--- src/rtl/swm_pkg.sv ---
// Package for the seed word mixer: field widths, action codes and the
// fixed reset constants of the south and east chains. No dependencies.
package swm_pkg;

  localparam int unsigned WordWidth   = 64;
  localparam int unsigned ActionWidth = 2;

  typedef logic [WordWidth-1:0] word_t;

  // Action codes carried by an input transaction; code 3 is unused.
  typedef enum logic [ActionWidth-1:0] {
    ACT_SOUTH   = 2'd0,
    ACT_EAST    = 2'd1,
    ACT_RESTART = 2'd2
  } action_t;

  // Reset words of each chain. The first chain word is never read by a
  // round, so only the second, third and fourth words are kept.
  localparam word_t SouthInitB = 64'h38d35226195ddb49;
  localparam word_t SouthInitC = 64'hadeb4f5fc2fe50ee;
  localparam word_t SouthInitD = 64'h096ed738a88b61c8;
  localparam word_t EastInitB  = 64'h973672f11a2ddd91;
  localparam word_t EastInitC  = 64'hc19950208bc3a7cf;
  localparam word_t EastInitD  = 64'hd378563e9631242d;

endpackage

--- src/rtl/swm_in_if.sv ---
// Input channel of the seed word mixer: valid/ready with action and word.
// Depends on swm_pkg for the field widths.
interface swm_in_if;
  logic                               valid;
  logic                               ready;
  logic [swm_pkg::ActionWidth-1:0]    action;
  logic [swm_pkg::WordWidth-1:0]      data_word;

  modport source (output valid, output action, output data_word, input ready);
  modport sink   (input valid, input action, input data_word, output ready);
endinterface

--- src/rtl/swm_out_if.sv ---
// Result channel of the seed word mixer: valid/ready with the mixed word.
// Depends on swm_pkg for the field width.
interface swm_out_if;
  logic                          valid;
  logic                          ready;
  logic [swm_pkg::WordWidth-1:0] mixed_word;

  modport source (output valid, output mixed_word, input ready);
  modport sink   (input valid, input mixed_word, output ready);
endinterface

--- src/rtl/seed_word_mixer_top.sv ---
// Seed word mixer, top level.
// Depends on swm_pkg, swm_in_if and swm_out_if.
//
// Usage:
//   in_ch carries one transaction per item: an action (south mix, east mix,
//   restart) and a 64-bit seed word. out_ch returns the mixed word for each
//   south or east item, in order. Restart items and the unused action code
//   give no result; restart puts both chains back to their constants.
//   From input acceptance to result valid an item passes the input register,
//   then the round logic feeding the result register.
//   Throughput is one item per cycle while out_ch takes its results. The limit
//   is the chain update, whose next value feeds the round of the following item.
//   When out_ch stalls, the result register holds, the input register fills
//   behind it, and in_ch.ready drops only when both are occupied.
//   Reset (rst, synchronous) empties both registers and loads the chain
//   constants; the block accepts input in the first cycle after reset.
module seed_word_mixer_top (
  input  logic          clk,
  input  logic          rst,
  swm_in_if.sink        in_ch,
  swm_out_if.source     out_ch
);

  // Input register.
  logic                            s1_valid;
  logic [swm_pkg::ActionWidth-1:0] s1_action;
  swm_pkg::word_t                  s1_word;

  // Chain state (second, third and fourth words).
  swm_pkg::word_t south_b, south_c, south_d;
  swm_pkg::word_t east_b, east_c, east_d;

  // Result register.
  logic           res_valid;
  swm_pkg::word_t res_word;

  logic           advance;
  logic           res_valid_next;
  swm_pkg::word_t res_word_next;
  swm_pkg::word_t south_a_next, south_b_next, south_c_next, south_d_next;
  swm_pkg::word_t east_a_next, east_b_next, east_c_next, east_d_next;

  // The input register moves on when the result register is free or drained.
  assign advance     = !res_valid || out_ch.ready;
  assign in_ch.ready = !s1_valid || advance;

  assign out_ch.valid      = res_valid;
  assign out_ch.mixed_word = res_word;

  // Rounds of both chains on the registered word.
  always_comb begin
    south_a_next = (south_b + s1_word) ^ south_c;
    south_b_next = (south_c ^ south_d) - south_b;
    south_c_next = (south_d - south_c) ^ south_a_next;
    south_d_next = (south_b_next ^ south_a_next) + south_c_next;

    east_a_next = (east_b ^ s1_word) - east_c;
    east_b_next = (east_c + east_d) ^ east_b;
    east_c_next = (east_d + east_c) - east_a_next;
    east_d_next = (east_b_next ^ east_a_next) + east_c_next;
  end

  // Result selection for the item leaving the input register.
  always_comb begin
    res_valid_next = 1'b0;
    res_word_next  = south_a_next;
    unique case (s1_action)
      swm_pkg::ACT_SOUTH: begin
        res_valid_next = s1_valid;
        res_word_next  = south_a_next;
      end
      swm_pkg::ACT_EAST: begin
        res_valid_next = s1_valid;
        res_word_next  = east_a_next;
      end
      default: begin
        res_valid_next = 1'b0;
      end
    endcase
  end

  // Input register control.
  always_ff @(posedge clk) begin
    if (rst) begin
      s1_valid <= 1'b0;
    end else if (in_ch.ready) begin
      s1_valid <= in_ch.valid;
    end
  end

  // Input register payload.
  always_ff @(posedge clk) begin
    if (in_ch.ready && in_ch.valid) begin
      s1_action <= in_ch.action;
      s1_word   <= in_ch.data_word;
    end
  end

  // Result register.
  always_ff @(posedge clk) begin
    if (rst) begin
      res_valid <= 1'b0;
    end else if (advance) begin
      res_valid <= res_valid_next;
    end
  end

  always_ff @(posedge clk) begin
    if (advance && res_valid_next) begin
      res_word <= res_word_next;
    end
  end

  // Chain update when an item leaves the input register.
  always_ff @(posedge clk) begin
    if (rst) begin
      south_b <= swm_pkg::SouthInitB;
      south_c <= swm_pkg::SouthInitC;
      south_d <= swm_pkg::SouthInitD;
      east_b  <= swm_pkg::EastInitB;
      east_c  <= swm_pkg::EastInitC;
      east_d  <= swm_pkg::EastInitD;
    end else if (s1_valid && advance) begin
      unique case (s1_action)
        swm_pkg::ACT_SOUTH: begin
          south_b <= south_b_next;
          south_c <= south_c_next;
          south_d <= south_d_next;
        end
        swm_pkg::ACT_EAST: begin
          east_b <= east_b_next;
          east_c <= east_c_next;
          east_d <= east_d_next;
        end
        swm_pkg::ACT_RESTART: begin
          south_b <= swm_pkg::SouthInitB;
          south_c <= swm_pkg::SouthInitC;
          south_d <= swm_pkg::SouthInitD;
          east_b  <= swm_pkg::EastInitB;
          east_c  <= swm_pkg::EastInitC;
          east_d  <= swm_pkg::EastInitD;
        end
        default: begin
          // The unused code leaves both chains as they are.
        end
      endcase
    end
  end

endmodule

--- src/flat_wrapper.sv ---
// flat-port wrapper written by rule: the top's interface ports become plain ports
module seed_word_mixer_top_flat 
  (clk, rst, in_ch_valid, in_ch_action, in_ch_data_word, in_ch_ready, out_ch_valid, out_ch_mixed_word, out_ch_ready);
  swm_in_if in_ch_i ();
  swm_out_if out_ch_i ();
  input  logic clk;
  input  logic rst;
  input wire logic [$bits(in_ch_i.valid)-1:0] in_ch_valid;
  input wire logic [$bits(in_ch_i.action)-1:0] in_ch_action;
  input wire logic [$bits(in_ch_i.data_word)-1:0] in_ch_data_word;
  output wire logic [$bits(in_ch_i.ready)-1:0] in_ch_ready;
  output wire logic [$bits(out_ch_i.valid)-1:0] out_ch_valid;
  output wire logic [$bits(out_ch_i.mixed_word)-1:0] out_ch_mixed_word;
  input wire logic [$bits(out_ch_i.ready)-1:0] out_ch_ready;
  assign in_ch_i.valid = in_ch_valid;
  assign in_ch_i.action = in_ch_action;
  assign in_ch_i.data_word = in_ch_data_word;
  assign in_ch_ready = in_ch_i.ready;
  assign out_ch_valid = out_ch_i.valid;
  assign out_ch_mixed_word = out_ch_i.mixed_word;
  assign out_ch_i.ready = out_ch_ready;
  seed_word_mixer_top u_core (.clk(clk), .rst(rst), .in_ch(in_ch_i), .out_ch(out_ch_i));
endmodule
--- config.mk ---
export PLATFORM = sky130hd
export DESIGN_NAME = seed_word_mixer_top_flat
export DESIGN_NICKNAME = d
export VERILOG_FILES = /design/src/rtl/swm_pkg.sv /design/src/rtl/swm_in_if.sv /design/src/rtl/swm_out_if.sv /design/src/rtl/seed_word_mixer_top.sv /design/src/flat_wrapper.sv
export SDC_FILE = /design/constraint.sdc
export NUM_CORES = 2
export LEC_CHECK = 0
export ABC_AREA = 1
export BUFFER_PORTS_ARGS = -buffer_cell sky130_fd_sc_hd__buf_2
export CORE_ASPECT_RATIO = 1.75
export CORE_UTILIZATION = 59
export CTS_CLUSTER_DIAMETER = 30
export DETAILED_ROUTE_END_ITERATION = 6
export GPL_TIMING_DRIVEN = 0
export PLACE_DENSITY = 0.79
export SYNTH_ARGS = -nofsm -noshare
export SYNTH_HDL_FRONTEND = slang
export SYNTH_SLANG_ARGS = --single-unit
--- constraint.sdc ---
create_clock -name clk -period 5.5 [get_ports clk]
set_input_delay 1.1 -clock clk [delete_from_list [all_inputs] [get_ports clk]]
set_output_delay 1.1 -clock clk [all_outputs]
set_load 0.01 [all_outputs]
==> results of run 1 <==
==> kinds of logic after synthesis <==
group           after synthesis  synth area share [%]
buf+inv                    1621                  10.1
xor+xnor                    555                  8.35
simple gates               4653                  32.1
flops                       516                  19.3
fa+ha+maj                   515                  10.8
compound gates             2078                  19.0
mux                          21                 0.349
==> metal layers <==
metal,GRT usage (%),GRT overflow
met1,75.2,80
met2,113,5090
met3,53.4,74
met5,29.1,14
met4,84.8,1150
==> cell usage after synthesis, types with 20 or more instances <==
library cell / instances
nand2_1: 2652
inv_1: 1458
a21oi_1: 1074
nor2_1: 1051
o21ai_0: 548
ha_1: 507
nand3_1: 496
dfxtp_1: 386
xor2_1: 375
xnor2_1: 157
edfxtp_1: 130
clkbuf_1: 112
o21bai_1: 108
nand4_1: 75
nand3b_1: 68
nor3_1: 68
a21o_1: 67
nand2_2: 50
nor4_1: 45
a31oi_1: 43
a21boi_0: 39
o211ai_1: 38
o21ai_1: 38
o21a_1: 37
and2_1: 33
or2_2: 29
nor2_2: 26
mux2i_1: 21
o21ai_2: 20
==> timing repair <==
item / CTS
resized for setup: 1384
endpoints found under the setup margin: 89
cloned: 0
pin swaps: 385
endpoints found under the hold margin: 0
buffers inserted: 291
==> per-stage QoR <==
step	std cells	util [%]	setup WS (ns)	instance area (um2)	setup TNS, ns
after CTS	11900	73.5	-0.347	74200	-4.10
after floorplan	9959	-	0.0414	60300	0
after detailed placement	11400	62.1	-2.75	62800	-91.69
after global placement	11400	62.0	-3.06	62600	-259.97
==> impl_results.md, run 1 <==
* Outcome: stopped before the end
* Stop stage: global routing
* Err: [ERROR GRT-0116] Global routing finished with congestion. Check the congestion regions in the DRC Viewer.
* Remaining Overflow, GRT at around 6400
* Die Y at 425 um
* Gp weighted congestion at roughly 1.6
* Post-synthesis cell count at ~10000
* Synthesized cell area at between 0.06 and 0.07 mm2
* Root Driver: clkbuf_16
* Hpwl dp at approximately 260 mm
* H-tree depth at 3
* Port Buf Inserts at approximately 130
* Library cells used by synthesis at 68
* Vias in the first global route at 90400
* CTS Sinks at roughly 520
* Leading area contributor after synthesis: nand2_1
* I/O pins at roughly 140
* Synth top area share at between 10% and 20%
* Synth Register Bits at between 500 and 600
* Ys async rst share at 0%
* First-pass GRT wire length at around 650 mm
* TritonCTS Buffers at 100
* Largest net degree at the start of global routing at 53
* Sequential element share of the synthesized area at between 10% and 20%
* Syn_area_per_cell at between 6 and 7 um2
* Row Count at about 150
* Yosys warns at 0
* Initial Util at about 60%
* Top cells by area, synth: nand2_1 17%, dfxtp_1 13%, ha_1 11%, inv_1 9.1%, a21oi_1 8.9%
* CTS Hold Buffers Added at 0
* Die width at about 240 um
* CTS Buffer Depth at 3
* Prevailing post-synth register cell: dfxtp_1
* GRT Overall Usage at around four fifths
* Post-Syn Nets at 10500
* Number of flops mapped to enable cells by yosys at 130
==> run 2, diff against run 1 <==
CORE_ASPECT_RATIO = default   (was 1.75)
CORE_UTILIZATION = 40   (was 59)
CTS_CLUSTER_DIAMETER = default   (was 30)
PLACE_DENSITY = default   (was 0.79)
PLACE_DENSITY_LB_ADDON = 0.15   (was default)
clock period = 7.15 ns   (was 5.5 ns; I/O delays follow)
==> run 2 against run 1 <==
Effect of this change: the flow now finishes, with violations (DRC, capacitance limit, slew limit, setup timing); synthesized cell count unchanged; synthesized area unchanged.
==> impl_results.md, run 2 <==
* GRT Overall Usage at a little under half
* Final instance area at between 0.06 and 0.07 mm2
* Leading area contributor after synthesis: nand2_1
* Synth top area share at 16.5% (unchanged)
* Synthesized cell area at 0.0603 mm2 (unchanged)
* Top cells by area, synth: nand2_1 17%, dfxtp_1 13%, ha_1 11%, inv_1 9.1%, a21oi_1 8.9%
* Total Nets Final at ~11000
* Max stage delay cell, worst path: nor3_1
* Library cells used by synthesis at 68 (unchanged)
* Sequential element share of the synthesized area at 19.3% (unchanged)
* Slew @ Worst Pin at roughly 1.6 ns
* Post-synthesis cell count at 9959 (unchanged)
* H-tree depth at 3 (unchanged)
* Min-delay worst type: reg2reg
* CTS tree: yes
* Worst Setup Path Type: reg2reg
* CTS Hold Buffers Added at 0 (unchanged)
* Crit path max fanout at 5
* Vias after detailed routing at 71900
* CTS Buffer Depth at 3 (unchanged)
* Row Count at 142 (-7.8%)
* Commonest cells in the netlist: 2652 x nand2_1, 1458 x inv_1, 1074 x a21oi_1, 1051 x nor2_1, 548 x o21ai_0
* Final Util at 45.3%
* FMAX at between 100 and 150 MHz
* Layout cells sized above 1 at under 10%
* Unrepaired setup endpoints after global routing: yes
* Gp weighted congestion at 1.22 (-22%)
* Root Driver: clkbuf_16
* Final Hold Fails at 0
* Vias in the first global route at approximately 70000
* MaxCap Viol Count at 4
* Clk_lat worst skew at between 0.7 and 0.8 ns
* Delay-heaviest family, CP: simple AND/OR/NAND/NOR gates
* DRT iter0 DRCs at ~8400
* Routed WL at 374 mm
* Port Buf Inserts at 134 (unchanged)
* Slew HR at -8.11%
* Remaining Overflow, GRT at 0
* Synth Register Bits at 516 (unchanged)
* Antenna viol nets, final at 0
* CP most frequent cell: inv_1
* Final Cycle Share at 103%
* Ys async rst share at 0% (unchanged)
* FILL cells at about 16000
* Most frequent cells in the layout: 2627 x nand2_1, 1456 x inv_1, 1031 x a21oi_1
* TritonCTS Buffers at 72 (-28%)
* First-pass GRT wire length at approximately 510 mm
* Fin. max-slew vios at 25
* Violated checks: DRC, capacitance limit, slew limit, setup timing
* Most common cell after layout, fill and taps aside: nand2_1
* Prevailing post-synth register cell: dfxtp_1
* Layout Skew at about 0.037 ns
* Die Y at 390 um (-8.2%)
* Final setup viols at 7
* Placed Area at 0.0636 mm2 (+1.4%)
* Number of flops mapped to enable cells by yosys at 130 (unchanged)
* Outcome: finished, violations left
* Final worst slack at -0.214 ns
* Worst path bufs/invs at 4
* WP data arrival at about 8 ns
* Setup Slack @ Placement at -2.38 ns (+0.367 ns)
* Drt drc at 15
* CTS Sinks at 516 (unchanged)
* Setup crit end kind: register
* Layout area overhead at 12.5%
* Hpwl dp at 320 mm (+22%)
* Largest net degree at the start of global routing at 51
* CP max stage delay at approximately 0.97 ns
* Yosys warns at 0 (unchanged)
* Wirelength per Cell at 30.3 um
* Die area at 0.152 mm2
* Core Box Area at ~0.15 mm2
* Cell with the most instances after synthesis: nand2_1
* Initial Util at 40.3% (-19 points)
* Via-to-Cell Ratio at 5.83
* Initial antenna violation count at 21
* Startpoint types: register
* CTS clk-pin slew, worst paths at 0.07 ns
* Drt first pass iters at 7
* Syn_area_per_cell at 6.05 um2 (unchanged)
* Worst path required time at slightly below 8 ns
* Post-layout min period at about 7.4 ns
* Hold_ws at roughly 0.47 ns
* Critical path cell sequence: inv_1, ha_1, inv_1, ha_1, a21oi_1, a21boi_0, o21ai_0, a21oi_1, nand3_1, xor2_1, xor2_1, ha_1, nand2_1, nor2_1, inv_1, nor2_1, inv_1, nor3_1, nor2_1, nand3_1, nand3_1, a21oi_1
* Post-Syn Nets at 10500 (unchanged)
* I/O pins at 136 (unchanged)
* Die width at 390 um (+60%)
run 2: cell counts after synthesis:
Identical to the previous run, type by type.
run 2: metal layers:
metal	wire, um	GRT usage [%]	vias up
met2	169000	78.4	4016
li1	-	-	33000
met5	38	0.0638	-
met4	46100	49.1	6
met3	32400	10.2	1311
met1	126000	49.5	33500
run 2: per-stage QoR:
stage / TNS [ns] / instances
2_1_floorplan: 0 / 9959
3_3_place_gp: -91.39 / 12100
3_5_place_dp: -35.41 / 12100
4_1_cts: -0.0845 / 12300
5_1_grt: -0.295 / 12300
6_report: -0.622 / 12300
run 2: layout make-up:
type / instances / area (um2) / area share, %
Inverter: 1476 / 5540 / 8.17
Multi-Input combinational cell: 7822 / 43900 / 64.7
Clock buffer: 91 / 1970 / 2.90
Timing Repair Buffer: 198 / 1230 / 1.81
Antenna cell: 16 / 40.0 / 0.0590
Tap cell: 2016 / 2520 / 3.72
Buffer: 145 / 569 / 0.840
Clock inverter: 43 / 434 / 0.640
Sequential cell: 516 / 11600 / 17.2
run 2: cell families (layout without fill, tap and decap cells):
kind of cell | Yosys count | in the layout | share of synthesized area (%)
AO/OA/AOI/OAI | 2078 | 2078 | 19.0
XOR/XNOR | 555 | 555 | 8.35
adder cells (fa/ha/maj) | 515 | 515 | 10.8
buffers and inverters | 1621 | 1953 | 10.1
flip-flops | 516 | 516 | 19.3
multiplexers | 21 | 21 | 0.349
other | 0 | 16 | 0
AND/OR/NAND/NOR | 4653 | 4653 | 32.1
run 2: repair_timing:
| action | CTS | global route |
|---|---|---|
| resized for setup | 100 | 219 |
| setup buffers | 9 | 48 |
| setup endpoints to repair | 39 | 41 |
| pin swaps | 5 | 25 |
run 2: path summary, 6_finish.rpt:
check             depth (start not counted)            endpoint  slack (ns)          startpoint
hold / removal                            2   u_core.south_d[0]        0.47   u_core.south_d[0]
setup / recovery                         22  u_core.south_d[60]       -0.21  u_core.south_c[43]
setup reg to reg                         22  u_core.south_d[60]       -0.21  u_core.south_c[43]
hold reg to reg                           2   u_core.south_d[0]        0.47   u_core.south_d[0]
run 2: worst min-delay path, cell delays in order, from the launching register on:
cell and delay [ns]:
dfxtp_1 0.31, nand2_1 0.06, a21oi_1 0.06
Power of run 2 is not shown: default switching activity piles up to over one toggle a cycle in this logic, so the estimate is an artifact.
